### config.mk
export PLATFORM = sky130hd
export DESIGN_NAME = atac_cordic
export DESIGN_NICKNAME = d
export VERILOG_FILES = /design/src/hdl/atac_pkg.sv /design/src/hdl/atac_cordic.sv
export SDC_FILE = /design/constraint.sdc
export NUM_CORES = 2
export LEC_CHECK = 0
export ABC_CLOCK_PERIOD_IN_PS = 9800
export BUFFER_PORTS_ARGS = -buffer_cell sky130_fd_sc_hd__buf_4
export CAP_MARGIN = 0
export CORE_MARGIN = 2
export CORE_UTILIZATION = 53
export DETAILED_ROUTE_END_ITERATION = 10
export PLACE_DENSITY = 0.69
export REMOVE_ABC_BUFFERS = 1
export SLEW_MARGIN = 0
export SYNTH_ARGS = -nofsm -noshare
export SYNTH_HDL_FRONTEND = slang
export SYNTH_SLANG_ARGS = --single-unit
### constraint.sdc
create_clock -name clk -period 9.8 [get_ports clk]
set_input_delay 0.98 -clock clk [delete_from_list [all_inputs] [get_ports clk]]
set_output_delay 0.98 -clock clk [all_outputs]
set_load 0.02 [all_outputs]
### src/hdl/atac_pkg.sv
// Shared types, widths and the CORDIC angle table for the tilt angle core.
// No dependencies; every other file imports this package.
package atac_pkg;
	localparam int AXIS_W = 16;
	localparam int CORR_W = 12;
	localparam int SQ_W = 23;
	localparam int M_W = 24;
	localparam int SQRT_BITS = 28;
	localparam int REM_W = 58;
	localparam int CW = 32;
	localparam int ZW = 25;
	localparam int ANG_W = 14;
	localparam int ANGLE_LIMIT = 5760;
	localparam int ATAN_ENTRIES = 24;
	localparam int IDX_W = 2;

	localparam logic [IDX_W-1:0] REG_OFFSET_X = 2'd0;
	localparam logic [IDX_W-1:0] REG_OFFSET_Y = 2'd1;
	localparam logic [IDX_W-1:0] REG_OFFSET_Z = 2'd2;

	typedef struct packed {
		logic signed [CORR_W-1:0] cx;
		logic signed [CORR_W-1:0] cy;
		logic signed [CORR_W-1:0] cz;
		logic                     zero;
	} side_t;

	typedef struct packed {
		side_t          side;
		logic [M_W-1:0] mx;
		logic [M_W-1:0] my;
		logic [M_W-1:0] mz;
	} qent_t;

	function automatic logic signed [ZW-1:0] atac_atan(input int i);
		logic signed [ZW-1:0] v;
		case (i)
			0: v = 25'sd2949120;
			1: v = 25'sd1740967;
			2: v = 25'sd919879;
			3: v = 25'sd466945;
			4: v = 25'sd234379;
			5: v = 25'sd117304;
			6: v = 25'sd58666;
			7: v = 25'sd29335;
			8: v = 25'sd14668;
			9: v = 25'sd7334;
			10: v = 25'sd3667;
			11: v = 25'sd1833;
			12: v = 25'sd917;
			13: v = 25'sd458;
			14: v = 25'sd229;
			15: v = 25'sd115;
			16: v = 25'sd57;
			17: v = 25'sd29;
			18: v = 25'sd14;
			19: v = 25'sd7;
			20: v = 25'sd4;
			21: v = 25'sd2;
			22: v = 25'sd1;
			default: v = '0;
		endcase
		return v;
	endfunction
endpackage

### src/hdl/atac_cordic.sv
// Pipelined vectoring CORDIC giving atan2(a, root) in 1/64 degree, saturated.
// Depends on atac_pkg.
module atac_cordic import atac_pkg::*; #(
	parameter int ITER = 16
) (
	input  logic                     clk,
	input  logic [SQRT_BITS-1:0]     root,
	input  logic signed [CORR_W-1:0] a,
	output logic signed [ANG_W-1:0]  angle
);
	logic signed [CW-1:0] x_q [0:ITER-1];
	logic signed [CW-1:0] y_q [0:ITER-1];
	logic signed [ZW-1:0] z_q [0:ITER-1];
	logic signed [ZW:0] zr;
	logic signed [ZW-10:0] r;

	for (genvar i = 0; i < ITER; i++) begin : g_stage
		logic signed [CW-1:0] xs, ys;
		logic signed [ZW-1:0] zs;
		logic signed [ZW-1:0] da;
		if (i == 0) begin : g_first
			assign xs = CW'(root);
			assign ys = {{(CW-CORR_W-16){a[CORR_W-1]}}, a, 16'd0};
			assign zs = '0;
		end else begin : g_next
			assign xs = x_q[i-1];
			assign ys = y_q[i-1];
			assign zs = z_q[i-1];
		end
		assign da = atac_atan(i);
		always_ff @(posedge clk) begin
			if (!ys[CW-1]) begin
				x_q[i] <= xs + (ys >>> i);
				y_q[i] <= ys - (xs >>> i);
				z_q[i] <= zs + da;
			end else begin
				x_q[i] <= xs - (ys >>> i);
				y_q[i] <= ys + (xs >>> i);
				z_q[i] <= zs - da;
			end
		end
	end

	assign zr = {z_q[ITER-1][ZW-1], z_q[ITER-1]} + (ZW+1)'(512);
	assign r  = zr[ZW:10];

	always_comb begin
		if (r > (ZW-9)'(ANGLE_LIMIT)) begin
			angle = ANG_W'(ANGLE_LIMIT);
		end else if (r < -(ZW-9)'(ANGLE_LIMIT)) begin
			angle = -ANG_W'(ANGLE_LIMIT);
		end else begin
			angle = r[ANG_W-1:0];
		end
	end
endmodule

-- Word-level counts from Yosys, hierarchy flattened
Memory sizes are Yosys's and may differ from the RTL's.
Index checks and enable logic that the tools add are counted.
- mux-type cells: 82
- add/sub/neg operators: 94
- bitwise gates (word level): 48
- $lt $le $gt $ge: 2
- operator list (operator ; count):
    32-bit two-way mux ; 32
    25-bit two-way mux ; 16
    32-bit by 17-bit adder with 32-bit output ; 2
    32-bit by 18-bit adder with 32-bit output ; 2
    32-bit by 19-bit adder with 32-bit output ; 2
    32-bit by 20-bit adder with 32-bit output ; 2
    32-bit by 21-bit adder with 32-bit output ; 2
    32-bit by 22-bit adder with 32-bit output ; 2
    32-bit by 23-bit adder with 32-bit output ; 2
    32-bit by 24-bit adder with 32-bit output ; 2
    32-bit by 25-bit adder with 32-bit output ; 2
    32-bit by 26-bit adder with 32-bit output ; 2
    32-bit by 27-bit adder with 32-bit output ; 2
    32-bit by 28-bit adder with 32-bit output ; 2
    32-bit by 29-bit adder with 32-bit output ; 2
    32-bit by 30-bit adder with 32-bit output ; 2
    32-bit by 31-bit adder with 32-bit output ; 2
    32-bit by 17-bit subtractor with 32-bit output ; 2
    32-bit by 18-bit subtractor with 32-bit output ; 2
    32-bit by 19-bit subtractor with 32-bit output ; 2
    32-bit by 20-bit subtractor with 32-bit output ; 2
    32-bit by 21-bit subtractor with 32-bit output ; 2
    32-bit by 22-bit subtractor with 32-bit output ; 2
    32-bit by 23-bit subtractor with 32-bit output ; 2
    other kinds (47) ; 134
- memories: 3
- bits in writable memories: 1424
- flip-flop bits (word level): 0
- bits of input ports: 41
- word-level logic and storage cells: 229
- output and inout port bits: 14
- memory list (name ; words ; width ; read ports ; clocked after Yosys merged registers in ; write ports ; RTL line ; text):
    x_q ; 16 ; 32 ; 15 ; 0 ; 16 ; atac_cordic.sv:11 ; logic signed [CW-1:0] x_q [0:ITER-1];
    y_q ; 16 ; 32 ; 15 ; 0 ; 16 ; atac_cordic.sv:12 ; logic signed [CW-1:0] y_q [0:ITER-1];
    z_q ; 16 ; 25 ; 16 ; 0 ; 16 ; atac_cordic.sv:13 ; logic signed [ZW-1:0] z_q [0:ITER-1];

-- Longest topological paths before layout
An unclocked memory read counts as a cell.
- depth after elaboration: 5
- depth in mapped cells: 22
- depth with buffers taken out: 22

-- Worst setup path before layout
OpenSTA, ideal clock, no wires.
- path type: register -> register
- start: memory x_q[0][10]
- end: memory y_q[1][30], in the netlist y_q[0][62]
- library setup time: 115 ps
- data required time: 9685 ps
- period minus slack after synthesis: 4690 ps
- buffers on the path: 0
- cell stages (with the launch flop): 20
- path slack: 5110 ps
- arrival: 4575 ps
- cell sequence: dfxtp_1 nor3_1 nand2b_1 or3_1 nor4_1 nand2b_1 or3_1 o41ai_1 xnor2_1 ha_1 and2_1 nand3_1 o21bai_1 a221o_1 o41a_1 a31o_2 a31oi_4 nor2b_1 or4_1 and3_1
- RTL lines (what ; RTL line):
    start, declared ; atac_cordic.sv:11
    end, declared ; atac_cordic.sv:12

==> summary.md <==
| Metric | Value |
|---|---|
| CTS clk-pin slew, worst paths | 0.06 ns |
| Cell Rows | 153 |
| Largest net degree at the start of global routing | 70 |
| Global-route wire length before repair | 391000 um |
| Pins Over Slew Limit | 0 |
| Sequential Area | between 20000 and 25000 sq um |
| Setup bufs post-CTS | 0 |
| Setup TNS | 0 ns |
| Clk Latency, worst-skew pair | 0.81 ns |
| RSZ-0062 raised after global routing | no |
| Critical path data arrival time | approximately 6.0 ns |
| HP Start | root[14] |
| Final Hold Viols | 0 |
| CP required | 10.50 ns |
| Sequential area share after synthesis | 26.2% |
| PostCTS Resize Cnt | 0 |
| Maximum clock rate | 189 MHz |
| Total die area | 179000 sq um |
| Worst setup EP type | flip-flop |
| Synth top area cells | dfxtp_1 (26%), ha_1 (18%), xnor2_1 (9.9%), a21oi_1 (6.3%), xor2_1 (5.3%) |
| Hold endpoint | x_q[0][14] |
| Status | completed |
| IO buf count | 54 |
| Layout cell share with drive strength beyond 1 | 3.84% |
| Total track usage | 26.2% |
| Final net count | 12513 |
| Hold Crit Class | input pin to flip-flop |
| Hold_buf cts | 0 |
| Core Area | approximately 170000 sq um |
| Syn Inst Count | 11056 |
| Placer Congestion | 0.922 |
| Max-cap violations | 0 |
| Capturing point of the worst reg2reg path | y_q[0][62] |
| DR vias | 78725 |
| Grt ovf | 0 |
| Multi-input logic area | 66400 sq um |
| Final setup fails | 0 |
| CTS buffer count | 139 |
| Slew margin rel. | between 20% and 30% |
| Yosys top cell by area | dfxtp_1 |
| Vias in the first global route | 76442 |
| Htree depth | 4 |
| # DRC | 0 |
| Depth of the worst register-to-register path | 19 |
| Router iterations before antenna repair | 6 |
| CTS Root Cell | clkbuf_16 |
| Post-route ant nets | 0 |
| Async set or reset register ratio after synthesis | 0% |
| CTS tree | built |
| Post-synth EDFFs | 0 |
| Fill cells | 15783 |
| Fin crit period | between 5 and 6 ns |
| RR Startpoint | x_q[0][10] |
| Yosys warning total | 0 |
| WL/cell | 17.7 um |
| Mean Syn Cell Area | 8.42 sq um |
| Clock sinks | 1218 |
| I/O pins | 55 |
| Die Height | 423 um |
| Post-synth top cells | ha_1 (1303), dfxtp_1 (1218), a21oi_1 (1165), nor2_1 (1148), xnor2_1 (1056) |
| Share of the synthesized area in the top cell type | 26.2% |
| Synth cell types | 89 |
| Layout Area Growth over Synthesis | 8.44% |
| Slew @ Worst Pin | 1.15 ns |
| CP Launch Type | flip-flop |
| Via density per instance | between 5 and 6 |
| Worst Clk Skew | 0.0303 ns |
| Flops & latches, synth | 1218 |
| Die W | roughly 420 um |
| Primary FF master, synth | dfxtp_1 |
| Initial core utilization | 53.4% |
| Hpwl dp | about 190000 um |
| Flop2flop setup slack | 4.50 ns |
| Most frequent cell after synthesis | ha_1 |
| Final period utilization | 54.1% |
| Hold path depth | 1 |
| Total Wirelength | ~240000 um |
| Initial antenna violation count | 4 |
| Critical Path Fanout Max | 6 |
| Mapped Area | between 90000 and 100000 sq um |
| Worst-case clock buffer depth | 3 |
| CP Class | flip-flop to flip-flop |
| Initial DRC Count | around 5000 |
[layer usage]
layer	global-route usage (%)	vias to the layer above	share of wire, %
li1	-	39684	-
met1	33.3	36902	45
met2	46.0	1693	48
met3	3.03	446	4.1
met4	8.33	0	2.9
met5	0	-	0
[how the worst max path moves through the flow]
stage	to	start	slack (ns)
floorplan	x_q[7][31]	y_q[3][31]	4.74
finish	y_q[0][62]	x_q[0][10]	4.50
global route	y_q[5][62]	x_q[10][11]	4.07
detailed placement	y_q[0][62]	x_q[0][10]	4.60
global placement	y_q[0][62]	x_q[0][10]	4.56
CTS	y_q[0][62]	x_q[0][10]	4.59
[final cells by class]
| cell class | instances | share of cell area (%) |
|---|---|---|
| tap | 2325 | 2.88 |
| clock inverter | 71 | 1.06 |
| timing repair buffer | 70 | 0.521 |
| antenna | 1 | 0.00248 |
| sequential | 1218 | 24.2 |
| multi-input combinational | 9223 | 65.8 |
| inverter | 478 | 1.78 |
| clock buffer | 184 | 3.82 |
[cell usage in the layout (no fill, tap or decap), types with 77 or more instances in the layout]
cell type	n
and3_1	114
dfxtp_1	1205
nor3_1	344
a31oi_1	110
nor4_1	92
o21a_1	165
nand2_1	515
xnor2_1	1056
a21oi_1	1165
o21ai_0	507
xor2_1	567
nor2b_1	165
o21bai_1	156
inv_1	473
nor2_1	1148
nand2b_1	182
clkbuf_16	140
ha_1	1303
a211oi_1	96
or3_1	77
a21o_1	428
nand3_1	151
[metrics by stage]
| stage | hold slack (ns) | cells | area, sq um | worst slack [ns] | util, % |
|---|---|---|---|---|---|
| 2_1_floorplan | 0.310 | 10919 | 92500 | 4.74 | - |
| 3_3_place_gp | 0.315 | 13314 | 96000 | 4.56 | 55.1 |
| 3_5_place_dp | 0.312 | 13314 | 96000 | 4.60 | 55.1 |
| 4_1_cts | 0.231 | 13569 | 101000 | 4.59 | 57.9 |
| 5_1_grt | 0.256 | 13569 | 101000 | 4.07 | 57.9 |
| 6_report | 0.289 | 13570 | 101000 | 4.50 | 57.9 |
[flip-flops by register name, summed over array words and instances, names as in the netlist]
signal,count
y_q,446
z_q,340
x_q,432
[critical path: stages, from the launching register on]
cell and delay (ns):
dfxtp_1 0.34, nor3_1 0.28, nand2b_1 0.11, or3_1 0.38, nor4_1 0.41, nand2b_1 0.19, or3_1 0.42, o41ai_1 0.32
xnor2_1 0.17, ha_1 0.31, and2_1 0.22, nand3_1 0.12, o21bai_1 0.08, a221o_1 0.29, o41a_1 0.42, a31o_2 0.29
a31oi_4 0.20, nor2b_1 0.08, or4_1 0.39, and3_1 0.17
[logic make-up after synthesis]
| group | count (synthesis) | share of synthesized area [%] |
|---|---|---|
| multiplexers | 44 | 0.503 |
| buffers and inverters | 615 | 2.49 |
| flip-flops | 1218 | 26.2 |
| AO/OA/AOI/OAI | 3137 | 21.4 |
| XOR/XNOR | 1623 | 15.3 |
| AND/OR/NAND/NOR | 3077 | 15.8 |
| adder cells (fa/ha/maj) | 1342 | 18.4 |
Power is not shown: default switching activity piles up to over one toggle a cycle in this logic, so the estimate is an artifact.
