<file path="src/hdl/atac_pkg.sv">
// Shared types, widths and the CORDIC angle table for the tilt angle core.
// No dependencies; every other file imports this package.
package atac_pkg;
	localparam int AXIS_W = 16;
	localparam int CORR_W = 12;
	localparam int SQ_W = 23;
	localparam int M_W = 24;
	localparam int SQRT_BITS = 28;
	localparam int REM_W = 58;
	localparam int CW = 32;
	localparam int ZW = 25;
	localparam int ANG_W = 14;
	localparam int ANGLE_LIMIT = 5760;
	localparam int ATAN_ENTRIES = 24;
	localparam int IDX_W = 2;

	localparam logic [IDX_W-1:0] REG_OFFSET_X = 2'd0;
	localparam logic [IDX_W-1:0] REG_OFFSET_Y = 2'd1;
	localparam logic [IDX_W-1:0] REG_OFFSET_Z = 2'd2;

	typedef struct packed {
		logic signed [CORR_W-1:0] cx;
		logic signed [CORR_W-1:0] cy;
		logic signed [CORR_W-1:0] cz;
		logic                     zero;
	} side_t;

	typedef struct packed {
		side_t          side;
		logic [M_W-1:0] mx;
		logic [M_W-1:0] my;
		logic [M_W-1:0] mz;
	} qent_t;

	function automatic logic signed [ZW-1:0] atac_atan(input int i);
		logic signed [ZW-1:0] v;
		case (i)
			0: v = 25'sd2949120;
			1: v = 25'sd1740967;
			2: v = 25'sd919879;
			3: v = 25'sd466945;
			4: v = 25'sd234379;
			5: v = 25'sd117304;
			6: v = 25'sd58666;
			7: v = 25'sd29335;
			8: v = 25'sd14668;
			9: v = 25'sd7334;
			10: v = 25'sd3667;
			11: v = 25'sd1833;
			12: v = 25'sd917;
			13: v = 25'sd458;
			14: v = 25'sd229;
			15: v = 25'sd115;
			16: v = 25'sd57;
			17: v = 25'sd29;
			18: v = 25'sd14;
			19: v = 25'sd7;
			20: v = 25'sd4;
			21: v = 25'sd2;
			22: v = 25'sd1;
			default: v = '0;
		endcase
		return v;
	endfunction
endpackage

</file>
<file path="src/hdl/atac_sqrt.sv">
// Pipelined bit-per-stage integer square root of m * 2^32.
// Depends on atac_pkg.
module atac_sqrt import atac_pkg::*; (
	input  logic                     clk,
	input  logic [M_W-1:0]           m,
	input  logic signed [CORR_W-1:0] a_in,
	output logic [SQRT_BITS-1:0]     root,
	output logic signed [CORR_W-1:0] a_out
);
	logic [REM_W-1:0] rem_q [0:SQRT_BITS-1];
	logic [SQRT_BITS-1:0] res_q [0:SQRT_BITS-1];
	logic signed [CORR_W-1:0] a_q [0:SQRT_BITS-1];

	for (genvar j = 0; j < SQRT_BITS; j++) begin : g_stage
		localparam int K = SQRT_BITS - 1 - j;
		logic [REM_W-1:0] rem_in, trial;
		logic [SQRT_BITS-1:0] res_in;
		logic signed [CORR_W-1:0] a_src;
		if (j == 0) begin : g_first
			assign rem_in = {{(REM_W-M_W-32){1'b0}}, m, 32'd0};
			assign res_in = '0;
			assign a_src  = a_in;
		end else begin : g_next
			assign rem_in = rem_q[j-1];
			assign res_in = res_q[j-1];
			assign a_src  = a_q[j-1];
		end
		assign trial = ({{(REM_W-SQRT_BITS){1'b0}}, res_in} << (K + 1))
			+ ({{(REM_W-1){1'b0}}, 1'b1} << (2 * K));
		always_ff @(posedge clk) begin
			a_q[j] <= a_src;
			if (rem_in >= trial) begin
				rem_q[j] <= rem_in - trial;
				res_q[j] <= res_in | (SQRT_BITS'(1) << K);
			end else begin
				rem_q[j] <= rem_in;
				res_q[j] <= res_in;
			end
		end
	end

	assign root  = res_q[SQRT_BITS-1];
	assign a_out = a_q[SQRT_BITS-1];
endmodule

</file>
<file path="config.mk">
export PLATFORM = sky130hd
export DESIGN_NAME = atac_sqrt
export DESIGN_NICKNAME = d
export VERILOG_FILES = /design/src/hdl/atac_pkg.sv /design/src/hdl/atac_sqrt.sv
export SDC_FILE = /design/constraint.sdc
export NUM_CORES = 2
export LEC_CHECK = 0
export ABC_CLOCK_PERIOD_IN_PS = 8200
export BUFFER_PORTS_ARGS = -buffer_cell sky130_fd_sc_hd__clkbuf_2
export CORE_MARGIN = 2
export CORE_UTILIZATION = 55
export CTS_CLUSTER_DIAMETER = 100
export DETAILED_ROUTE_END_ITERATION = 8
export PLACE_DENSITY = 0.72
export SLEW_MARGIN = 20
export SYNTH_ARGS = -nofsm -noshare
export SYNTH_HDL_FRONTEND = slang
export SYNTH_SLANG_ARGS = --single-unit
</file>
<file path="constraint.sdc">
create_clock -name clk -period 8.2 [get_ports clk]
set_input_delay 2.05 -clock clk [delete_from_list [all_inputs] [get_ports clk]]
set_output_delay 2.05 -clock clk [all_outputs]
set_load 0.01 [all_outputs]
</file>
* Word level (Yosys, flattened, before mapping)
Memory sizes are Yosys's and may differ from the RTL's.
Index checks and enable logic that the tools add are counted.
** Cells by class
- Muxes and demuxes :: 140
- Bitwise logic cells :: 56
- Add/sub/neg operators :: 55
- Magnitude comparators :: 28
** Operators with widths (number)
- $mux 58 :: 28
- $mux 28 :: 28
- $mux 1 :: 84
- $ge 58x30->1 :: 1
- $ge 58x31->1 :: 1
- $ge 58x32->1 :: 1
- $ge 58x33->1 :: 1
- $ge 58x34->1 :: 1
- $ge 58x35->1 :: 1
- $ge 58x36->1 :: 1
- $ge 58x37->1 :: 1
- $ge 58x38->1 :: 1
- $ge 58x39->1 :: 1
- $ge 58x40->1 :: 1
- $ge 58x41->1 :: 1
- $ge 58x42->1 :: 1
- $ge 58x43->1 :: 1
- $ge 58x44->1 :: 1
- $ge 58x45->1 :: 1
- $ge 58x46->1 :: 1
- $ge 58x47->1 :: 1
- $ge 58x48->1 :: 1
- $ge 58x49->1 :: 1
- $ge 58x50->1 :: 1
- 63 further kinds :: 118
** Storage, ports and cells
- Input port bits :: 37
- Word-level logic and storage cells :: 282
- Bits in writable memories :: 2744
- Flip-flop bits (word level) :: 0
- Memories kept :: 3
** Memory list
- rem_q :: depth 28, width 58, rd ports 27, clocked after memory_dff 0, wr ports 28, line atac_sqrt.sv:10 : logic [REM_W-1:0] rem_q [0:SQRT_BITS-1];
- res_q :: depth 28, width 28, rd ports 28, clocked after memory_dff 0, wr ports 28, line atac_sqrt.sv:11 : logic [SQRT_BITS-1:0] res_q [0:SQRT_BITS-1];
- a_q :: depth 28, width 12, rd ports 28, clocked after memory_dff 0, wr ports 28, line atac_sqrt.sv:12 : logic signed [CORR_W-1:0] a_q [0:SQRT_BITS-1];

* Depth between registers and ports, before layout
An unclocked memory read counts as a cell.
- Depth after elaboration :: 6
- Gate-level depth with buffers :: 16

* Worst setup path before layout
OpenSTA, ideal clock, no wires.
- Path kind :: register -> register
- From :: mem rem_q[18][18]
- To :: mem rem_q[19][46]
- Data arrival time :: 3437 ps
- Path slack :: 4645 ps
- Required time :: 8081 ps
- Stages on the path, launching flop included :: 14
- Path through :: dfxtp_1 -> ha_1 -> inv_1 -> fa_1 -> nor2b_1 -> o31a_1 -> o21ai_0 -> nand2b_1 -> a41oi_1 -> a21oi_1 -> nor2_1 -> a2111oi_0 -> nand2_1 -> xnor2_1
** RTL lines (line)
- start: declaration :: atac_sqrt.sv:10

==> impl_summary.md <==
Status
The flow ran to the end, and the final reports show no timing, DRC or antenna violations.

Cells and area
The filler cells instantiated in the layout total 9503. Leaving out fill and tap cells, the most frequent cell in the layout is dfxtp_1. In the layout the commonest cells are dfxtp_1, nand2_1, inv_1, nor2_1, ha_1.

The finished layout holds ~8400 standard cells, fillers aside. 0 antenna diodes ended up in the layout. The final net count is 7154. Relative to the synthesized area, the layout overhead comes to 11.9%. The fraction of layout cells with a size suffix above 1 is 6.70%.

Floorplanning
The core box area is roughly 120000 um2. In this run the vertical extent of the chip is 346 um. The floorplan step defined a die boundary enclosing about 120000 um2. Once the floorplan was initialized, standard cells occupied between 50% and 60% of the core. The standard-cell row count is roughly 130. The number of top-level pins is 77. The die span in x is 346 um.

Worst setup path
Counting both buffers and inverters, the worst setup path holds a total of 1. Traced cell by cell, the critical path runs through inv_1, ha_1, or4_1, or3_1, or3_1, or3_1, or3_1, nor2_1, and2_1, o32a_1, nor2_1, xor2_1. The element type at the critical path end is a flip-flop. The biggest cell delay along the critical path is around 0.79 ns.

The worst setup path is launched from a flip-flop. The data required time of the worst path is around 9 ns. The source of the worst register-to-register timing path is res_q[0][419]. The kind of cell with the highest combined delay along the critical path is simple AND/OR/NAND/NOR gates.

The data arrival time of the critical path is 5.28 ns. The critical path's slowest cell is and2_1. Along the worst path, the maximum fanout reaches 30. In this run the worst setup path begins at res_q[0][419]. The most numerous cell type found on the critical path is or3_1.

The worst setup path is of the flip-flop to flip-flop kind.

Placed design
The HPWL after detailed placement is 97.6 mm. The weighted congestion reported at the end of routability-driven placement is 0.938. The total of buffers placed on input and output ports is 76.

Once placement completed, the tool counted placed cells totaling 8060.

CTS
The CTS tree is built. The tree is rooted in a clkbuf_16. Post-CTS timing repair inserted 0 buffers for setup.

The deepest clock path buffer count is 3. The H-tree generated during clock tree synthesis spans 4 levels. The number of buffers inserted during clock tree synthesis is 165.

The number of cells upsized or downsized after cts is 0. The number of sinks driven by the clock tree is 1668. The clock-pin slew reported for the worst setup and hold paths after clock tree synthesis is 0.07 ns.

Hold repair after CTS inserted 0 buffers. The worst-skew pair later-pin latency is 0.79 ns.

Global routing
met2 is the most crowded layer. Global routing used 38.9% of the available met2 tracks. For this run, the total global-route usage over all layers was measured as 21.3%.

The number of global-route vias before repair is around 44000. The total overflow left after global routing is 0. Global routing consumed, on the met1 layer, 25.0% of the routing resources. The initial antenna violation count is 1. The global routing usage on met3 is ~3.2%. Entering global routing, the biggest net connects 51 pins. The first global-routing pass estimated around 210 mm of wire.

Synth
For this run, the number of Yosys warnings is 0. For this run, the leading register cell type out of synthesis is dfxtp_1. Synthesis produced a netlist whose cell count is 6573. The synthesized netlist occupies a cell area of 64500 um2.

Sequential elements use 51.8% of the synthesized area. Counting distinct cell types in the post-synthesis netlist gives 79. The post-synthesis async set-or-reset flop share is 0%. The synthesized design contains 0 enable-type register cells. The cell taking the most area after synthesis is dfxtp_1. In the post-synthesis netlist, the biggest area contributors are dfxtp_1, ha_1, xor2_1. The top-area cell type share of the netlist area is 51.8%. The synthesized design contains 1668 register bits.

The per-instance average area after synthesis is ~9.8 um2. When the netlist entered floorplanning its net count stood at 7024.

Timing
The count of final max-slew check failures is 0. In the final timing run, aggregate negative setup slack is 0 ns. Measured against its own limit, the worst slew margin works out to 33.7%. The final critical delay including setup and external delays is 4.62 ns. The maximum clock frequency is ~220 MHz. Setup violations remaining at the end of the flow were counted as 0.

The actual slew at the worst max-slew pin is between 0.9 and 1 ns. The number of hold violations in the final report was 0. The final critical path takes up 56.3% of the cycle. The clock arrives with about 0.063 ns of skew.

Setup repair after global routing left no endpoint under its margin.

Hold path
The startpoint of the most critical hold path is a_q[0][18]. The worst hold-check path type is flip-flop to flip-flop.

Detailed routing
The via density per instance is ~5.3. The remaining antenna violation count after routing is 0. Before antenna repair, the detailed router went through 6 iterations. The number of design rule violations left after detail routing is 0.

The routed wire length is 129 mm. Dividing the detail-routed wire length by the instance count gives 15.4 um. The total number of vias is 44700.

The first routing iteration left 2555 violations.

Power and ir drop
The leakage dissipation is 33.8 nW. The power per standard cell area is 319 nW/um2. The largest vdd supply drop is 216 uV. The total power of the final layout is 23.0 mW.

Job
The number of max-cap violations is 0.
area by class of cell:
type | count | area [um2] | area share (%)
clock buffer | 243 | 4840 | 6.71
sequential | 1668 | 33400 | 46.3
tap | 1524 | 1910 | 2.64
inverter | 529 | 1990 | 2.75
timing repair buffer | 95 | 523 | 0.725
multi-input combinational | 4244 | 28600 | 39.6
clock inverter | 59 | 952 | 1.32
per-layer routing:
| metal | vias up | routed length [um] |
|---|---|---|
| li1 | 22800 | - |
| met1 | 20700 | 55600 |
| met2 | 908 | 64100 |
| met3 | 292 | 4610 |
| met4 | 0 | 4200 |
| met5 | - | 0 |
final timing paths:
path	slack [ns]	cells after the start	endpoint
hold reg to reg	0.30	0	a_q[0][30]
setup reg to reg	3.58	12	rem_q[15][53]
setup / recovery	3.58	12	rem_q[15][53]
hold / removal	0.30	0	a_q[0][30]
flip-flops by register name, indices dropped and copies added, names as in the netlist:
name and cells:
res_q 406, a_q 336, rem_q 926
metrics by stage:
step	instance area, um2	hold WS [ns]	utilization, %	worst slack (ns)
after global routing	72200	0.305	62.1	3.19
after floorplan	64500	0.310	-	4.64
final	72200	0.297	62.1	3.58
after global placement	66400	0.310	57.1	3.75
after CTS	72200	0.300	62.1	3.62
after detailed placement	66400	0.312	57.1	3.71
cells by family after synthesis:
logic type / count (synthesis) / share of synthesized area, %
flops: 1668 / 51.8
compound gates: 1278 / 12.4
fa+ha+maj: 414 / 8.21
simple gates: 1874 / 14.3
mux: 39 / 0.672
xor+xnor: 638 / 8.67
other cells: 1 / 0.00582
buf+inv: 661 / 3.95
worst reg2reg max path: cells and delay by family (launching register included):
| family | cells | cell delay (ns) |
|---|---|---|
| compound gates | 1 | 0.58 |
| xor+xnor | 1 | 0.15 |
| fa+ha+maj | 1 | 0.22 |
| buf+inv | 1 | 0.05 |
| flops | 1 | 0.33 |
| simple gates | 8 | 3.17 |
power breakdown:
part / internal (mW) / switching (mW)
combinational: 1.93 / 2.23
clock: 4.54 / 3.16
sequential: 9.79 / 1.37
total: 16.3 / 6.76
synth_stat cells (15+ instances only):
cell      number
or3_1         90
o21ai_0      391
clkbuf_1      98
dfxtp_1     1668
o21a_1        64
nand2b_1      84
nand3b_1      19
a211o_1       17
o21bai_1      44
mux2_2        34
and3_1        28
o31ai_1       54
and2_1        20
inv_1        526
nor4_1       119
a21oi_1      310
nor4b_1       21
nand4_1       51
nand2_1      542
nor3_1       195
xnor2_1      281
a31oi_1       19
o21ai_1       26
nand3_1       91
a211oi_1      39
or4_1         56
or2_2         34
o211ai_1      22
fa_1          15
nor2b_1       63
a21o_1       148
ha_1         399
xor2_1       357
nor2_1       413
Power figures use the tool's default switching activity.
