--- config.mk ---
export PLATFORM = sky130hd
export DESIGN_NAME = atac_queue
export DESIGN_NICKNAME = d
export VERILOG_FILES = /design/src/hdl/atac_pkg.sv /design/src/hdl/atac_queue.sv
export SDC_FILE = /design/constraint.sdc
export NUM_CORES = 1
export LEC_CHECK = 0
export BUFFER_PORTS_ARGS = -buffer_cell sky130_fd_sc_hd__buf_4
export CORE_ASPECT_RATIO = 1.5
export CORE_MARGIN = 1.5
export CORE_UTILIZATION = 55
export DETAILED_ROUTE_END_ITERATION = 7
export GPL_TIMING_DRIVEN = 0
export PLACE_DENSITY = 0.83
export SETUP_SLACK_MARGIN = 0.3
export SYNTH_ARGS = -nofsm -noshare
export SYNTH_HDL_FRONTEND = slang
export SYNTH_SLANG_ARGS = --single-unit
export TNS_END_PERCENT = 30
--- constraint.sdc ---
create_clock -name clk -period 9.4 [get_ports clk]
set_input_delay 1.88 -clock clk [delete_from_list [all_inputs] [get_ports clk]]
set_output_delay 1.88 -clock clk [all_outputs]
set_load 0.02 [all_outputs]
--- src/hdl/atac_pkg.sv ---
// Shared types, widths and the CORDIC angle table for the tilt angle core.
// No dependencies; every other file imports this package.
package atac_pkg;
	localparam int AXIS_W = 16;
	localparam int CORR_W = 12;
	localparam int SQ_W = 23;
	localparam int M_W = 24;
	localparam int SQRT_BITS = 28;
	localparam int REM_W = 58;
	localparam int CW = 32;
	localparam int ZW = 25;
	localparam int ANG_W = 14;
	localparam int ANGLE_LIMIT = 5760;
	localparam int ATAN_ENTRIES = 24;
	localparam int IDX_W = 2;

	localparam logic [IDX_W-1:0] REG_OFFSET_X = 2'd0;
	localparam logic [IDX_W-1:0] REG_OFFSET_Y = 2'd1;
	localparam logic [IDX_W-1:0] REG_OFFSET_Z = 2'd2;

	typedef struct packed {
		logic signed [CORR_W-1:0] cx;
		logic signed [CORR_W-1:0] cy;
		logic signed [CORR_W-1:0] cz;
		logic                     zero;
	} side_t;

	typedef struct packed {
		side_t          side;
		logic [M_W-1:0] mx;
		logic [M_W-1:0] my;
		logic [M_W-1:0] mz;
	} qent_t;

	function automatic logic signed [ZW-1:0] atac_atan(input int i);
		logic signed [ZW-1:0] v;
		case (i)
			0: v = 25'sd2949120;
			1: v = 25'sd1740967;
			2: v = 25'sd919879;
			3: v = 25'sd466945;
			4: v = 25'sd234379;
			5: v = 25'sd117304;
			6: v = 25'sd58666;
			7: v = 25'sd29335;
			8: v = 25'sd14668;
			9: v = 25'sd7334;
			10: v = 25'sd3667;
			11: v = 25'sd1833;
			12: v = 25'sd917;
			13: v = 25'sd458;
			14: v = 25'sd229;
			15: v = 25'sd115;
			16: v = 25'sd57;
			17: v = 25'sd29;
			18: v = 25'sd14;
			19: v = 25'sd7;
			20: v = 25'sd4;
			21: v = 25'sd2;
			22: v = 25'sd1;
			default: v = '0;
		endcase
		return v;
	endfunction
endpackage

--- src/hdl/atac_queue.sv ---
// Two-entry request queue between the front end and the angle back end.
// Depends on atac_pkg.
module atac_queue import atac_pkg::*; (
	input  logic  clk,
	input  logic  arst_n,
	input  logic  push,
	input  qent_t wr_ent,
	input  logic  pop,
	output qent_t rd_ent,
	output logic  empty,
	output logic  full
);
	qent_t mem_q [0:1];
	logic wr_ptr_q, rd_ptr_q;
	logic [1:0] cnt_q;
	logic do_push, do_pop;

	assign empty   = (cnt_q == 2'd0);
	assign full    = (cnt_q == 2'd2);
	assign do_push = push && !full;
	assign do_pop  = pop && !empty;
	assign rd_ent  = mem_q[rd_ptr_q];

	always_ff @(posedge clk) begin
		if (do_push) begin
			mem_q[wr_ptr_q] <= wr_ent;
		end
	end

	always_ff @(posedge clk or negedge arst_n) begin
		if (!arst_n) begin
			wr_ptr_q <= 1'b0;
			rd_ptr_q <= 1'b0;
			cnt_q    <= 2'd0;
		end else begin
			if (do_push) wr_ptr_q <= !wr_ptr_q;
			if (do_pop) rd_ptr_q <= !rd_ptr_q;
			cnt_q <= cnt_q + {1'b0, do_push} - {1'b0, do_pop};
		end
	end
endmodule

---- Yosys cells after proc, flatten, opt, wreduce, memory -nomap -nowiden ----
Memories as Yosys holds them, arrays and structs flattened.
Index checks and enable logic that the tools add are counted.
operators by class
  eq/ne operators ......................... 1
  mux-type cells .......................... 2
  add/subtract/negate cells ............... 2
  reductions and logical operators ........ 7
operators with widths
  cell                                         number
  1-bit zero test                              4
  2-bit by 1-bit adder with 2-bit output       1
  2-bit equality test (second input constant)  1
  1-bit logical AND                            2
  2-bit zero test                              1
  1-bit two-way mux                            2
  2-bit by 1-bit subtractor with 2-bit output  1
word-level totals
  memory bits (writable) .................. 218
  output and inout port bits .............. 111
  word-level logic and storage cells ...... 16
  memories ................................ 1
  register bits ........................... 4
  bits of input ports ..................... 113
memory list
  name   depth  bits a word  read ports  clocked after Yosys merged registers in  write ports  line              text
  mem_q  2      109          1           0                                        1            atac_queue.sv:13  qent_t mem_q [0:1];

---- Depth between registers and ports, before layout ----
Gate-level depths: netlist of run 1.
  word-level depth ........................ 5
  mapped depth ............................ 7
  gate-level depth less buffers ........... 7

---- Least setup slack after synthesis of run 1 ----
No wires, ideal clock.
  path kind ............................... input to register
  start ................................... input port push
  end ..................................... memory mem_q[0][0] (netlist bit) (enable)
  arrival time ............................ 6.508 ns
  cell stages on the path ................. 2
  library setup time ...................... 0.578 ns
  path slack .............................. 2.314 ns
  cell sequence ........................... nand2_1 > nor2_1
on the way
  longest elaborated chain between the ends .. 3
RTL lines
  element                                  line              text
  start: declaration                       atac_queue.sv:6   input logic push,
  1-bit logical AND                        atac_queue.sv:20  assign do_push = push && !full;
  1-bit two-way mux                        atac_queue.sv:25  if (do_push) begin
  1-bit two-way mux (implied by the code)  atac_queue.sv:26  mem_q[wr_ptr_q] <= wr_ent;
  end: declaration                         atac_queue.sv:13
No other way between the ends.

==> results.toml, run 1 <==
[synthesis]
yosys.area.top_type = "edfxtp_1"
yosysWarnings = 0
synth_fp_nets = 472
synth_area_leaders = "edfxtp_1 81%, mux2_2 15%, buf_6 1.5%, dfrtp_1 1.2%, xnor2_1 0.32%"
ys_types = 14
yosysSeqAreaShare = 0.821
synthCells = 357
ys_ff_latch = 222
syn-cell-area_mm2 = 0.00810
synth-edff-count = 218
synth_ff_type = "edfxtp_1"
synth_top_area_frac = 0.808
ys_top_cells_by_count = "218 x edfxtp_1, 109 x mux2_2, 11 x buf_6"
synth-async-reset-ratio = 0.0180
avgSynthCellArea_um2 = 22.7
yosysMostFrequentCell = "edfxtp_1"

[hold_path]
holdPathStages = 1
min_path_type = "reg -> reg"
min_to = "cnt_q[0]"
min-delay-start = "cnt_q[0]"

[cts]
clk_pin_slew_worst_paths_ps = 60
cts_tree = "yes"
cts.path.max_buffers = 3
cts_resized = 0
root_buffer = "clkbuf_16"
h-tree-depth = 1
hold_buffers = 0
post_cts_buffers = 0
numCtsBuffers = 20
cts.sinks = 222
clkLatencyLatePin_ps = 480

[global_route]
grt-ovfl-total = 0
grt_pass1_wl_um = 22900
grt_usage = 0.199
grt_max_degree = 56
antenna_found_initial = 0
grt_pass1_vias = 4442

[sta]
finalHoldViolations = 0
drv_slew = 0
skew_ps = 10.4
relSlewSlack = 0.467
final.setup.tns_ps = 0
worst_pin_slew_ps = 799
finalSetupViolCount = 0
rsz0062_at_grt = "no"
post-route-period-util = 0.385
maxClockFrequency_mhz = 276
fin_crit_ps = 3620

[place]
port_buffers = 223
gp_congestion = 0.730
hpwlAfterDp_um = 10900
dp.cells = 780

[route]
drt-pass1-iter-count = 4
wl_per_cell_um = 19.8
ant_nets = 0
routed_wl_um = 16100
drtIter0Drc = 163
post-route-drc-count = 0
vias_per_cell = 5.10
vias = 4156

[setup_path]
path_common_cell = "buf_6"
crit_slowest_cell = "dfrtp_1"
crit_buf_inv = 3
critical_path_arrival_ps = 1740
r2r_cells = 5
path_cells = "buf_6 > buf_6 > mux2_2 > buf_4"
r2r-start = "cnt_q[1]"
reg2reg_to = "mem_q[0][18]"
endpoint_kind = "primary output"
cp_slowest_stage_delay_ps = 360
cpLargestDelayFamily = "buffers and inverters"
rrSetupSlack_ps = 7190
worstSetupPathType = "reg -> out"
required_ps = 7520
critPathMaxFanout = 10
startpoint_type = "flop"

[power_and_ir_drop]
p_sw_mw = 1.09
p_clk_frac = 0.227
p_int_mw = 2.41
powerDensity_mw_per_mm2 = 326
leakagePower_nw = 4.05
irDropWorstVdd_mv = 0.300
power_frac_comb = 0.372
seqPwrFrac = 0.401
swShare = 0.312

[layout]
area_delta_synth_final_pct = 32.9
drive_above_1_share = 0.609
final_cells = 815
diodes = 0
nets = 721

[floorplanning]
die_h_um = 152
num_rows = 54
design.die.area_mm2 = 0.0155
start_util = 0.560
core_region_area_mm2 = 0.0145
ios = 224
fp.dieW_um = 102

[status]
status = "finished clean"

[job]
drv_cap = 0
-- metrics by stage --
step	area, um^2	util	setup slack, ps	total power, mW	hold slack (ps)
after floorplan	8100	-	2310	2.23	461
after global placement	10000	0.693	215	2.71	479
after detailed placement	10100	0.700	5810	2.74	517
after CTS	10800	0.745	5740	3.54	549
after global routing	10800	0.745	5690	3.65	555
final	10800	0.745	5780	3.51	554
-- power groups by stage --
| stage | combinational (mW) | clock, mW | sequential [mW] |
|---|---|---|---|
| after floorplan | 0.787 | 0 | 1.44 |
| after global placement | 1.24 | 0 | 1.46 |
| after detailed placement | 1.31 | 0 | 1.43 |
| after CTS | 1.32 | 0.813 | 1.41 |
| after global routing | 1.37 | 0.849 | 1.42 |
| final | 1.31 | 0.795 | 1.41 |
-- worst register-to-register path: stages, from the launching register on --
cell	delay, ps
dfrtp_1	430
nand2b_1	160
nand2_1	170
nor2_4	610
buf_16	270
buf_12	230
-- logic make-up after synthesis --
group         share of synthesized area
flops                             0.821
buf+inv                          0.0168
simple gates                    0.00371
fa+ha+maj                       0.00309
xor+xnor                        0.00433
mux                               0.152
-- registers in the layout, indices dropped and copies added (netlist names) --
register  count
cnt_q         2
rd_ptr_q      1
mem_q       218
wr_ptr_q      1
-- placed cells by master (no fill, tap or decap), drive strengths merged --
cell type  instances
buf              239
edfxtp           218
mux2             109
clkbuf            23
clkinv             8
dfrtp              4
xnor2              3
inv                3
ha                 2
bufinv             2
nor2               2
nand2b             1
nand2              1
and3               1
nor2b              1
xor2               1
clkinvlp           1
-- cell type report --
type / count / area, um^2
flip-flops and latches: 222 / 6650
fillers: 874 / 3690
repair buffers: 227 / 1770
multi-input cells: 121 / 1330
clock buffers: 23 / 533
well taps: 196 / 245
plain buffers: 12 / 129
clock inverters: 12 / 109
inverters: 2 / 7.51
-- per-layer routing --
metal  vias up  global-route usage  wire length (um)  share of wire
met3        51              0.0422               954          0.059
met5         -                   0                 0              0
met2       167               0.363              8790           0.55
met1      2026               0.213              5560           0.35
met4         0               0.105               797          0.050
li1       1912                   -                 -              -
-- worst max-delay path by stage --
| stage | from | end | slack, ps | cells after the start |
|---|---|---|---|---|
| finish | rd_ptr_q | rd_ent[42] | 5780 | 4 |
| global route | rd_ptr_q | rd_ent[42] | 5690 | 4 |
| CTS | rd_ptr_q | rd_ent[40] | 5740 | 4 |
| detailed placement | push | mem_q[0][10] | 5810 | 5 |
| global placement | push | mem_q[0][79] | 210 | 3 |
| floorplan | push | mem_q[0][0] | 2310 | 2 |
(Power assumes the default switching activity.)
==> run 2, diff against run 1 <==
ABC_AREA = 1   (was unset)
CORE_UTILIZATION = 47   (was 55)
PLACE_DENSITY = 0.76   (was 0.83)
clock period = 3 ns   (was 9.4 ns; I/O delays follow)
==> results.toml, run 2 <==
[floorplanning]
design.die.area_mm2 = 0.0183
ios = 224
start_util = 0.477
fp.dieW_um = 111
num_rows = 59
die_h_um = 165
core_region_area_mm2 = 0.0172

[cts]
post_cts_buffers = 0
hold_buffers = 1
clkLatencyLatePin_ps = 490
clk_pin_slew_worst_paths_ps = 60
cts_tree = "yes"
h-tree-depth = 1
root_buffer = "clkbuf_16"
cts_resized = 0
numCtsBuffers = 21
cts.sinks = 222
cts.path.max_buffers = 3

[synthesis]
ys_types = 11
synth_ff_type = "edfxtp_1"
ys_ff_latch = 222
synth_area_leaders = "edfxtp_1 80%, nand2_1 16%, buf_6 1.4%, dfrtp_1 1.2%, buf_4 0.82%"
synth-edff-count = 218
syn-cell-area_mm2 = 0.00821
yosysMostFrequentCell = "nand2_1"
synth_top_area_frac = 0.797
yosys.area.top_type = "edfxtp_1"
yosysSeqAreaShare = 0.809
synth_fp_nets = 718
yosysWarnings = 0
synthCells = 603
ys_top_cells_by_count = "340 x nand2_1, 218 x edfxtp_1, 10 x buf_6, 10 x inv_1, 9 x buf_4"
synth-async-reset-ratio = 0.0180
avgSynthCellArea_um2 = 13.6

[route]
ant_nets = 0
wl_per_cell_um = 16.0
vias_per_cell = 4.78
drt-pass1-iter-count = 4
post-route-drc-count = 0
routed_wl_um = 17300
drtIter0Drc = 195
vias = 5175

[global_route]
grt_pass1_wl_um = 26200
grt-ovfl-total = 0
grt_pass1_vias = 5230
grt_usage = 0.185
grt_max_degree = 37
antenna_found_initial = 0

[sta]
maxClockFrequency_mhz = 441
worst_pin_slew_ps = 489
drv_slew = 0
postLayoutSetupSlackWorst_ps = 731
fin_crit_ps = 2270
relSlewSlack = 0.673
rsz0062_at_grt = "no"
skew_ps = 17.2
post-route-period-util = 0.756
finalSetupViolCount = 0
finalHoldViolations = 0
whs_ps = 284

[setup_path]
required_ps = 2400
critical_path_arrival_ps = 1670
r2r_cells = 6
path_cells = "inv_2 > buf_4 > buf_6 > nand2_1 > nand2_1 > buf_4"
rrSetupSlack_ps = 1050
worstSetupPathType = "reg -> out"
endpoint_kind = "primary output"
r2r-start = "cnt_q[0]"
crit_slowest_cell = "dfrtp_1"
critPathMaxFanout = 10
startpoint_type = "flop"
cp_slowest_stage_delay_ps = 400
reg2reg_to = "mem_q[0][45]"

[layout]
top_register = "mem_q"
diodes = 0
largestRegisters = "mem_q x218, cnt_q x2"
design_area_mm2 = 0.0109
fill_cells = 1306
nets = 972
largest_register_ffs = 218
layout_commonest_cell = "nand2_1"
drive_above_1_share = 0.326
area_delta_synth_final_pct = 33.3
layout_common_cells = "339 x nand2_1, 232 x buf_4, 218 x edfxtp_1, 21 x clkbuf_16, 10 x buf_6"
final_util = 0.636
final_cells = 1083

[place]
port_buffers = 223
hpwlAfterDp_um = 12200
dp.cells = 1046
place_area_mm2 = 0.0103
gp_congestion = 0.717
dpl_worst_slack_ps = 901

[power_and_ir_drop]
powerDensity_mw_per_mm2 = 1040
irDropWorstVdd_mv = 0.737
leakagePower_nw = 4.72

[status]
status = "finished clean"

[hold_path]
holdPathStages = 1
min_path_type = "in -> reg"
min_to = "mem_q[1][95]"
min-delay-start = "wr_ent[95]"

[job]
drv_cap = 0
run 2: worst max path at each step:
stage                   from      endpoint  cells past startpoint
floorplan               push   mem_q[1][0]                      2
detailed placement      push  mem_q[0][38]                      5
finish              rd_ptr_q    rd_ent[53]                      6
global placement        push  mem_q[0][75]                      3
CTS                 rd_ptr_q    rd_ent[53]                      6
global route        rd_ptr_q    rd_ent[18]                      6
run 2: cell families (layout without fill, tap and decap cells):
kind of cell / after synthesis / count (layout) / synth area share
flops: 222 / 222 / 0.809
fa+ha+maj: 2 / 2 / 0.00305
buf+inv: 35 / 302 / 0.0300
simple gates: 344 / 344 / 0.158
run 2: per-layer routing:
metal / global-route usage / vias up / share of wire
met5: 0 / - / 0
met4: 0.0985 / 0 / 0.049
met3: 0.0495 / 45 / 0.065
met2: 0.346 / 188 / 0.54
met1: 0.187 / 2418 / 0.34
li1: - / 2524 / -
run 2: layout make-up:
class	count	area [um^2]	share of cell area
repair buffers	231	1840	0.168
plain buffers	24	205	0.0187
multi-input cells	346	1340	0.122
well taps	213	267	0.0244
flip-flops and latches	222	6650	0.607
inverters	11	45.0	0.00412
clock buffers	30	569	0.0520
clock inverters	6	32.5	0.00297
run 2: per-stage QoR:
step,TNS (ps),power [mW]
2_1_floorplan,0,7.06
3_3_place_gp,-157390,8.97
3_5_place_dp,0,9.16
4_1_cts,0,11.5
5_1_grt,0,12.0
6_report,0,11.4
run 2: critical path, delay by kind of cell, from the launching register on:
| family | cells | cell delay [ps] |
|---|---|---|
| flip-flops | 1 | 400 |
| AND/OR/NAND/NOR | 2 | 150 |
| buffers and inverters | 4 | 630 |
run 2: power by group:
group,internal [mW],switching [mW]
Combinational,1.76,2.90
Sequential,4.22,0.152
Clock,1.32,1.03
Total,7.30,4.08
