File: src/hdl/atac_pkg.sv
// Shared types, widths and the CORDIC angle table for the tilt angle core.
// No dependencies; every other file imports this package.
package atac_pkg;
	localparam int AXIS_W = 16;
	localparam int CORR_W = 12;
	localparam int SQ_W = 23;
	localparam int M_W = 24;
	localparam int SQRT_BITS = 28;
	localparam int REM_W = 58;
	localparam int CW = 32;
	localparam int ZW = 25;
	localparam int ANG_W = 14;
	localparam int ANGLE_LIMIT = 5760;
	localparam int ATAN_ENTRIES = 24;
	localparam int IDX_W = 2;

	localparam logic [IDX_W-1:0] REG_OFFSET_X = 2'd0;
	localparam logic [IDX_W-1:0] REG_OFFSET_Y = 2'd1;
	localparam logic [IDX_W-1:0] REG_OFFSET_Z = 2'd2;

	typedef struct packed {
		logic signed [CORR_W-1:0] cx;
		logic signed [CORR_W-1:0] cy;
		logic signed [CORR_W-1:0] cz;
		logic                     zero;
	} side_t;

	typedef struct packed {
		side_t          side;
		logic [M_W-1:0] mx;
		logic [M_W-1:0] my;
		logic [M_W-1:0] mz;
	} qent_t;

	function automatic logic signed [ZW-1:0] atac_atan(input int i);
		logic signed [ZW-1:0] v;
		case (i)
			0: v = 25'sd2949120;
			1: v = 25'sd1740967;
			2: v = 25'sd919879;
			3: v = 25'sd466945;
			4: v = 25'sd234379;
			5: v = 25'sd117304;
			6: v = 25'sd58666;
			7: v = 25'sd29335;
			8: v = 25'sd14668;
			9: v = 25'sd7334;
			10: v = 25'sd3667;
			11: v = 25'sd1833;
			12: v = 25'sd917;
			13: v = 25'sd458;
			14: v = 25'sd229;
			15: v = 25'sd115;
			16: v = 25'sd57;
			17: v = 25'sd29;
			18: v = 25'sd14;
			19: v = 25'sd7;
			20: v = 25'sd4;
			21: v = 25'sd2;
			22: v = 25'sd1;
			default: v = '0;
		endcase
		return v;
	endfunction
endpackage

File: src/hdl/atac_front.sv
// Front end: offset registers, offset correction, zero detect and squares.
// Depends on atac_pkg.
module atac_front import atac_pkg::*; (
	input  logic                     clk,
	input  logic                     arst_n,
	input  logic                     take,
	input  logic signed [AXIS_W-1:0] raw_x,
	input  logic signed [AXIS_W-1:0] raw_y,
	input  logic signed [AXIS_W-1:0] raw_z,
	input  logic                     cfg_we,
	input  logic [IDX_W-1:0]         cfg_index,
	input  logic [AXIS_W-1:0]        cfg_data,
	output logic                     push,
	output qent_t                    ent
);
	logic [AXIS_W-1:0] off_x_q, off_y_q, off_z_q;
	logic [AXIS_W-1:0] dx, dy, dz;
	logic vld_s1, vld_s2;
	side_t side_s1, side_s2;
	logic [SQ_W-1:0] sx_s2, sy_s2, sz_s2;
	logic signed [2*CORR_W-1:0] px, py, pz;

	always_ff @(posedge clk or negedge arst_n) begin
		if (!arst_n) begin
			off_x_q <= '0;
			off_y_q <= '0;
			off_z_q <= '0;
		end else if (cfg_we) begin
			case (cfg_index)
				REG_OFFSET_X: off_x_q <= cfg_data;
				REG_OFFSET_Y: off_y_q <= cfg_data;
				REG_OFFSET_Z: off_z_q <= cfg_data;
				default: ;
			endcase
		end
	end

	assign dx = raw_x - off_x_q;
	assign dy = raw_y - off_y_q;
	assign dz = raw_z - off_z_q;

	always_ff @(posedge clk or negedge arst_n) begin
		if (!arst_n) begin
			vld_s1 <= 1'b0;
			vld_s2 <= 1'b0;
		end else begin
			vld_s1 <= take;
			vld_s2 <= vld_s1;
		end
	end

	always_ff @(posedge clk) begin
		side_s1.cx   <= dx[AXIS_W-1:4];
		side_s1.cy   <= dy[AXIS_W-1:4];
		side_s1.cz   <= dz[AXIS_W-1:4];
		side_s1.zero <= (dx[AXIS_W-1:4] == '0) && (dy[AXIS_W-1:4] == '0)
			&& (dz[AXIS_W-1:4] == '0);
	end

	assign px = side_s1.cx * side_s1.cx;
	assign py = side_s1.cy * side_s1.cy;
	assign pz = side_s1.cz * side_s1.cz;

	always_ff @(posedge clk) begin
		side_s2 <= side_s1;
		sx_s2   <= px[SQ_W-1:0];
		sy_s2   <= py[SQ_W-1:0];
		sz_s2   <= pz[SQ_W-1:0];
	end

	assign push     = vld_s2;
	assign ent.side = side_s2;
	assign ent.mx   = {1'b0, sy_s2} + {1'b0, sz_s2};
	assign ent.my   = {1'b0, sx_s2} + {1'b0, sz_s2};
	assign ent.mz   = {1'b0, sx_s2} + {1'b0, sy_s2};
endmodule

File: config.mk
export PLATFORM = sky130hd
export DESIGN_NAME = atac_front
export DESIGN_NICKNAME = d
export VERILOG_FILES = /design/src/hdl/atac_pkg.sv /design/src/hdl/atac_front.sv
export SDC_FILE = /design/constraint.sdc
export NUM_CORES = 1
export LEC_CHECK = 0
export BUFFER_PORTS_ARGS = -buffer_cell sky130_fd_sc_hd__buf_2
export CORE_MARGIN = 4
export CORE_UTILIZATION = 34
export DETAILED_ROUTE_END_ITERATION = 8
export PLACE_DENSITY = 0.49
export SLEW_MARGIN = 20
export SYNTH_ARGS = -nofsm -noshare
export SYNTH_HDL_FRONTEND = slang
export SYNTH_SLANG_ARGS = --single-unit
File: constraint.sdc
create_clock -name clk -period 5.7 [get_ports clk]
set_input_delay 0.57 -clock clk [delete_from_list [all_inputs] [get_ports clk]]
set_output_delay 0.57 -clock clk [all_outputs]
set_load 0.01 [all_outputs]
### After elaboration in Yosys (flattened, before gate mapping)

Index checks and enable logic that the tools add are counted.

* $add $sub $neg: 6
* multipliers: 3
* equal/unequal tests: 2
* reduce and logical (&&, ||, !) cells: 9

Operators by type and width (number)
* $add A23 B23 Y24: 3
* $mul A12 B12 Y23: 3
* $sub A16 B16 Y16: 3
* $logic_not A12 Y1: 3
* $reduce_and A2 Y1: 3
* $eq A2 B1 Y1 const B: 1
* $eq A2 B2 Y1 const B: 1
* $logic_and A1 B1 Y1: 2
* $logic_not A2 Y1: 1

* bits in registers: 193
* input bits: 70
* output and inout port bits: 110
* word-level logic and storage cells: 36

### Depth between registers and ports, before layout

Gate-level depths: netlist (run 1).

* depth in word-level cells: 4
* mapped depth: 24
* depth with buffers taken out: 23

### Worst setup path after synthesis (run 1)

OpenSTA, ideal clock, no wires.

* path kind: flip-flop to flip-flop
* from: reg side_s1[5] (netlist name)
* to: reg sz_s2[22]
* library setup time: 0.121 ns
* arrival time: 5.312 ns
* required time: 5.579 ns
* slack: 0.267 ns
* cell stages (with the launch flop): 23
* buffers on the path: 1
* period minus slack after synthesis: 5.433 ns
* cell sequence: dfxtp_1 clkbuf_1 nand2_1 inv_1 fa_1 fa_1 inv_1 fa_1 inv_1 fa_1 inv_1 fa_1 inv_1 ha_1 or2_2 a21oi_1 a21oi_1 a41o_1 nor2b_1 nor3b_1 nor4_1 a21oi_1 xnor2_1

* word-level cells in the longest chain between the ends: 1

Ends and longest elaborated chain
* start, declared: line atac_front.sv:19 `side_t side_s1, side_s2;`
* $mul A12 B12 Y23: line atac_front.sv:62 `assign pz = side_s1.cz * side_s1.cz;`
* net pz[22]: line atac_front.sv:21 `logic signed [2*CORR_W-1:0] px, py, pz;`
* end signal, assigned: line atac_front.sv:68 `sz_s2 <= pz[SQ_W-1:0];`
* end, declared: line atac_front.sv:20 `logic [SQ_W-1:0] sx_s2, sy_s2, sz_s2;`

The timed path passes the listed nets, and every way through them passes these cells.
A chain may end at the register's enable or synchronous reset.

### Final worst setup path (run 1)

* from: reg side_s1[27] (netlist name)
* to: reg sx_s2[22]

* word-level cells in the longest chain between the ends: 1

Ends and longest elaborated chain
* $mul A12 B12 Y23: line atac_front.sv:60 `assign px = side_s1.cx * side_s1.cx;`
* net px[22]: line atac_front.sv:21
* end signal, assigned: line atac_front.sv:66 `sx_s2 <= px[SQ_W-1:0];`
* end, declared: line atac_front.sv:20

The timed path passes the listed nets, and every way through them passes these cells.

==> impl_metrics.ini, run 1 <==
[run_status]
status = finished clean

[synth]
netlist_area_sq_mm = 0.02239
synth.area.top_cells = fa_1 31%, ha_1 15%, dfxtp_1 12%
async_flop_share_pct = 26.74
ys.flop_type = dfxtp_1
yosysSeqAreaShare_pct = 17.84
ys_types = 67
yosysTopAreaCell = fa_1
yosysWarnings = 0
syn_inst = 2326
avgSynthCellArea_sq_um = 9.624
synth_nets = 3017
synth_seq_cells = 187
synth_top_area_share_pct = 31.30
synth_edf_count = 0

[worst_setup_path]
critPathLaunchType = flop
crit_start = side_s1[27]$_DFF_P_
rr_startpoint = side_s1[27]$_DFF_P_
rr_worst_depth = 20
worstPathArrival_ns = 5.79
crit_path_max_fanout = 6
endpoint = sx_s2[22]$_DFF_P_
reg2reg_to = sx_s2[22]$_DFF_P_
cp.required_ns = 6.07
critical_path_class = reg2reg
end_kind = flop
worst-r2r-setup-slack_ns = 0.28

[die]
die-width_um = 264.6
initial_core_util_pct = 34.54
std_cell_rows = 93
dieHeight_um = 264.6
io_pins = 180
design.core.area_sq_mm = 0.06481
die_area_sq_mm = 0.07001

[timing]
worst_pin_slew_ns = 0.8127
fin_skew_ns = 0.01534
setup_viol = 0
fin_ws_ns = 0.2793
max-slew-margin-rel_pct = 45.65
slew_viol_final = 0
hold_viol = 0
max_freq_mhz = 184.5
min_period_ns = 5.421
fin_tns_setup_ns = 0
post-route-period-util_pct = 95.10

[place]
placed_cell_area_sq_mm = 0.02473
port-buffer-count = 179
placed_cells = 3387
hpwl_mm = 49.12
pre_cts_ws_ns = -0.03944
gp_congestion = 0.8603

[grt]
grt_pass1_vias = 17590
gr-usage-all-layers_pct = 16.82
antenna_found_initial = 11
grt-ovfl-total = 0
grt_max_degree = 51
grt_pass1_wl_mm = 92.47

[final_layout]
multiInputGateArea_sq_mm = 0.01627
drive_above_1_share_pct = 14.44
design_area_sq_mm = 0.02540
syn_to_final_growth_pct = 13.45
fin_nets = 3242
area.sequential_sq_mm = 0.004015
fillers = 6520
instances_no_fill = 3421

[routing]
drt_first_pass_iters = 5
ant_nets = 0
routedWlPerCell_um = 16.33
drt-initial-drc-count = 551
vias = 15880
wl_mm = 55.86
drc_errors = 0
vias_per_cell = 4.643

[hold_path]
hold_class = in2reg

[clocking]
clkTransAtPathRegs_ns = 0.08
cts.sinks = 187
cts_buffer_depth = 2
cts_buffers = 17
root_buffer = clkbuf_16
cts_hold_buf = 0
htree_num_levels = 4
cts_setup_buffers = 0
clock_latency_ns = 0.49
cts_tree = built

[flow_run]
drv_cap = 0
## placed cells by master (no fill, tap or decap), types with 34 or more instances in the layout
cell type,instances
inv_1,528
nor3_1,34
xnor2_1,115
dfrtp_1,50
xor2_1,42
nor2_1,128
and2_1,74
nand2_1,160
buf_4,75
o21ai_0,42
ha_1,271
mux2_2,34
fa_1,350
buf_2,179
a21oi_1,66
dfxtp_1,120
## flip-flops by register name (all words and copies together), names as in the netlist
name and count:
off_y_q 16, sz_s2 22, push 1, vld_s1 1
side_s1 37, ent 34, off_x_q 16, sy_s2 22
sx_s2 22, off_z_q 16
## logic make-up after synthesis
kind of cell | count (synthesis) | share of synthesized area [%]
fa+ha+maj | 621 | 46.45
buf+inv | 580 | 9.775
simple gates | 499 | 10.61
compound gates | 245 | 7.344
flops | 187 | 17.84
xor+xnor | 157 | 6.142
mux | 37 | 1.844
## timing repair
action                                  4_1_cts  5_1_grt
endpoints found under the setup margin        3       14
pin swaps                                     0        3
resized for setup                             4       35
## cells in the mapped netlist (43+ instances only)
cell	count
a21oi_1	67
and2_1	74
clkbuf_1	46
dfrtp_1	50
dfxtp_1	137
fa_1	350
ha_1	271
inv_1	529
nand2_1	160
nor2_1	132
o21ai_0	43
xnor2_1	115
## worst min-delay path by stage
stage / from / to / slack (ns) / depth (start not counted)
detailed placement: side_s1[0]$_DFF_P_ / ent[72]$_DFF_P_ / 0.31 / 0
global placement: side_s1[0]$_DFF_P_ / ent[72]$_DFF_P_ / 0.31 / 0
finish: take / vld_s1$_DFF_PN0_ / 0.18 / 1
floorplan: arst_n / off_x_q[0]$_DFFE_PN0P_ / 0.27 / 0
CTS: take / vld_s1$_DFF_PN0_ / 0.13 / 1
global route: take / vld_s1$_DFF_PN0_ / 0.15 / 1
## per-stage QoR
stage,util [%],hold WS (ns)
global placement,38.16,0.3115
detailed placement,38.16,0.3121
floorplan,-,0.2744
global route,39.17,0.1505
CTS,39.05,0.1343
finish,39.19,0.1849
## worst max-delay path, cell delays in order, from the launching register on
cell and delay (ns):
dfxtp_2 0.36, buf_4 0.16, and2_1 0.20, fa_1 0.56
inv_1 0.05, fa_1 0.46, fa_1 0.51, inv_1 0.05
fa_1 0.53, inv_1 0.05, fa_1 0.51, inv_1 0.06
ha_1 0.22, nor4_1 0.28, nor3_1 0.12, a21oi_1 0.28
a2111oi_2 0.13, a2111oi_0 0.40, buf_4 0.19, a21oi_1 0.07
xnor2_1 0.12
## layout make-up
| class | count | share of cell area (%) |
|---|---|---|
| tap | 855 | 4.212 |
| antenna | 3 | 0.02956 |
| inverter | 531 | 7.848 |
| timing repair buffer | 255 | 5.788 |
| clock inverter | 12 | 0.4680 |
| sequential | 187 | 15.81 |
| clock buffer | 19 | 1.788 |
| multi-input combinational | 1559 | 64.06 |
## per-layer routing
layer  wire length (um)  GRT usage (%)
met4               1664          5.711
met3               2432          3.351
met2              27180          29.03
met5                 77              0
met1              24500          21.14
Power of run 1 is not shown: default switching activity piles up to over one toggle a cycle in this logic, so the estimate is an artifact.
==> run 2, diff against run 1 <==
--- a/config.mk
+++ b/config.mk
@@ -6,6 +6,7 @@
 export NUM_CORES = 1
 export LEC_CHECK = 0
 export BUFFER_PORTS_ARGS = -buffer_cell sky130_fd_sc_hd__buf_2
+export CORE_ASPECT_RATIO = 0.7
 export CORE_MARGIN = 4
 export CORE_UTILIZATION = 34
 export DETAILED_ROUTE_END_ITERATION = 8
==> run 2 against run 1 <==
Against the previous run:
- cell area grew 0.21%
- fmax increased by 0.91%
- wire length grew 0.98%
- die area hardly changed
- first-iteration DRC count is 21% higher
- global-route usage rose by 0.32 points
- final cell count is 0.58% higher
==> impl_metrics.ini, run 2 (synthesis gave the netlist of run 1 again) <==
[clocking]
clock_latency_ns = 0.48
htree_num_levels = 4
root_buffer = clkbuf_16
cts.sinks = 187
cts_tree = built
cts_buffer_depth = 2
cts_setup_buffers = 0
clkTransAtPathRegs_ns = 0.08
cts_hold_buf = 0
cts_buffers = 17

[routing]
ant_nets = 0
drc_errors = 0
vias = 15780
drt-initial-drc-count = 664
vias_per_cell = 4.587
wl_mm = 56.41
routedWlPerCell_um = 16.39
drt_first_pass_iters = 5

[final_layout]
syn_to_final_growth_pct = 13.69
postLayoutCoreUtil_pct = 39.16
top_register = side_s1
drive_above_1_share_pct = 14.11
final_cell_mix = 529 x inv_1, 350 x fa_1, 271 x ha_1
final_common_cell = inv_1
largest_register_ffs = 37
fin_nets = 3237

[worst_setup_path]
cp.required_ns = 6.11
rr_worst_depth = 22
reg2reg_to = sx_s2[22]$_DFF_P_
rr_startpoint = side_s1[34]$_DFF_P_
crit_path_max_fanout = 7
critical_path_class = reg2reg
worstPathArrival_ns = 5.78
endpoint = sx_s2[22]$_DFF_P_
worst-r2r-setup-slack_ns = 0.33
end_kind = flop
crit_start = side_s1[34]$_DFF_P_
critPathLaunchType = flop

[grt]
grt_pass1_vias = 17520
grt_max_degree = 51
grt_pass1_wl_mm = 94.06
grt_util_met2_pct = 27.51
grtUsageMet3_pct = 3.086
busiest_layer = met2
antenna_found_initial = 6
grt_util_met1_pct = 24.36
gr-usage-all-layers_pct = 17.15
grt-ovfl-total = 0

[timing]
setup_viol = 0
min_period_ns = 5.372
post-route-period-util_pct = 94.25
max-slew-margin-rel_pct = 43.38
rsz0062_at_grt = yes
max_freq_mhz = 186.2
whs_ns = 0.1917
hold_viol = 0
fin_ws_ns = 0.3280
worst_pin_slew_ns = 0.8467
fin_skew_ns = 0.01734
slew_viol_final = 0

[die]
die_area_sq_mm = 0.07008
die-width_um = 314.7
design.core.area_sq_mm = 0.06500
initial_core_util_pct = 34.44
io_pins = 180
dieHeight_um = 222.7
std_cell_rows = 78

[flow_run]
drv_cap = 0

[hold_path]
hold_class = in2async

[place]
hpwl_mm = 49.42
pre_cts_ws_ns = -0.1023
port-buffer-count = 179
gp_congestion = 0.8614

[run_status]
status = finished clean
-- run 2: worst min-delay path by stage --
stage / from / depth (start not counted) / end / slack [ns]
6_report: arst_n / 2 / push$_DFF_PN0_ / 0.19
5_1_grt: take / 1 / vld_s1$_DFF_PN0_ / 0.16
4_1_cts: take / 1 / vld_s1$_DFF_PN0_ / 0.15
3_5_place_dp: side_s1[0]$_DFF_P_ / 0 / ent[72]$_DFF_P_ / 0.31
3_3_place_gp: side_s1[0]$_DFF_P_ / 0 / ent[72]$_DFF_P_ / 0.32
2_1_floorplan: arst_n / 0 / off_x_q[0]$_DFFE_PN0P_ / 0.27
-- run 2: metal layers --
metal / share of wire [%] / vias up
met5: 0.014 / -
met4: 1.4 / 2
met2: 45 / 244
met3: 4.2 / 40
li1: - / 7653
met1: 50 / 7845
-- run 2: metrics by stage --
step	setup TNS, ns	instances	cell area, sq um
2_1_floorplan	0	2326	22390
3_3_place_gp	-0.1816	3407	24740
3_5_place_dp	-0.2405	3407	24740
4_1_cts	0	3439	25380
5_1_grt	-0.03729	3440	25450
6_report	0	3441	25450
-- run 2: area by class of cell --
| type | count | area [sq um] |
|---|---|---|
| Clock buffer | 17 | 425.4 |
| Antenna cell | 2 | 5.005 |
| Sequential cell | 187 | 4020 |
| Timing Repair Buffer | 250 | 1441 |
| Clock inverter | 15 | 205.2 |
| Fill cell | 6633 | 39550 |
| Multi-Input combinational cell | 1559 | 16260 |
| Tap cell | 880 | 1101 |
| Inverter | 531 | 1997 |
-- run 2: worst max-delay path, stage by stage, from the launching register on --
cell,delay [ns]
dfxtp_1,0.55
nand2_1,0.17
fa_1,0.56
inv_1,0.04
ha_1,0.26
inv_1,0.05
fa_1,0.49
inv_1,0.05
fa_1,0.52
inv_1,0.05
fa_1,0.47
inv_1,0.04
ha_1,0.29
o21ai_0,0.08
nor2_1,0.17
nor4_1,0.07
nor3_1,0.37
a21oi_2,0.15
a2111oi_2,0.36
a2111oi_1,0.10
buf_4,0.15
a21oi_1,0.16
xnor2_1,0.13
-- run 2: timing repair --
action / 4_1_cts / 5_1_grt
pin swaps: 0 / 2
gates resized for setup: 5 / 31
setup endpoints to repair: 3 / 13
Power of run 2 is left out for the same reason.
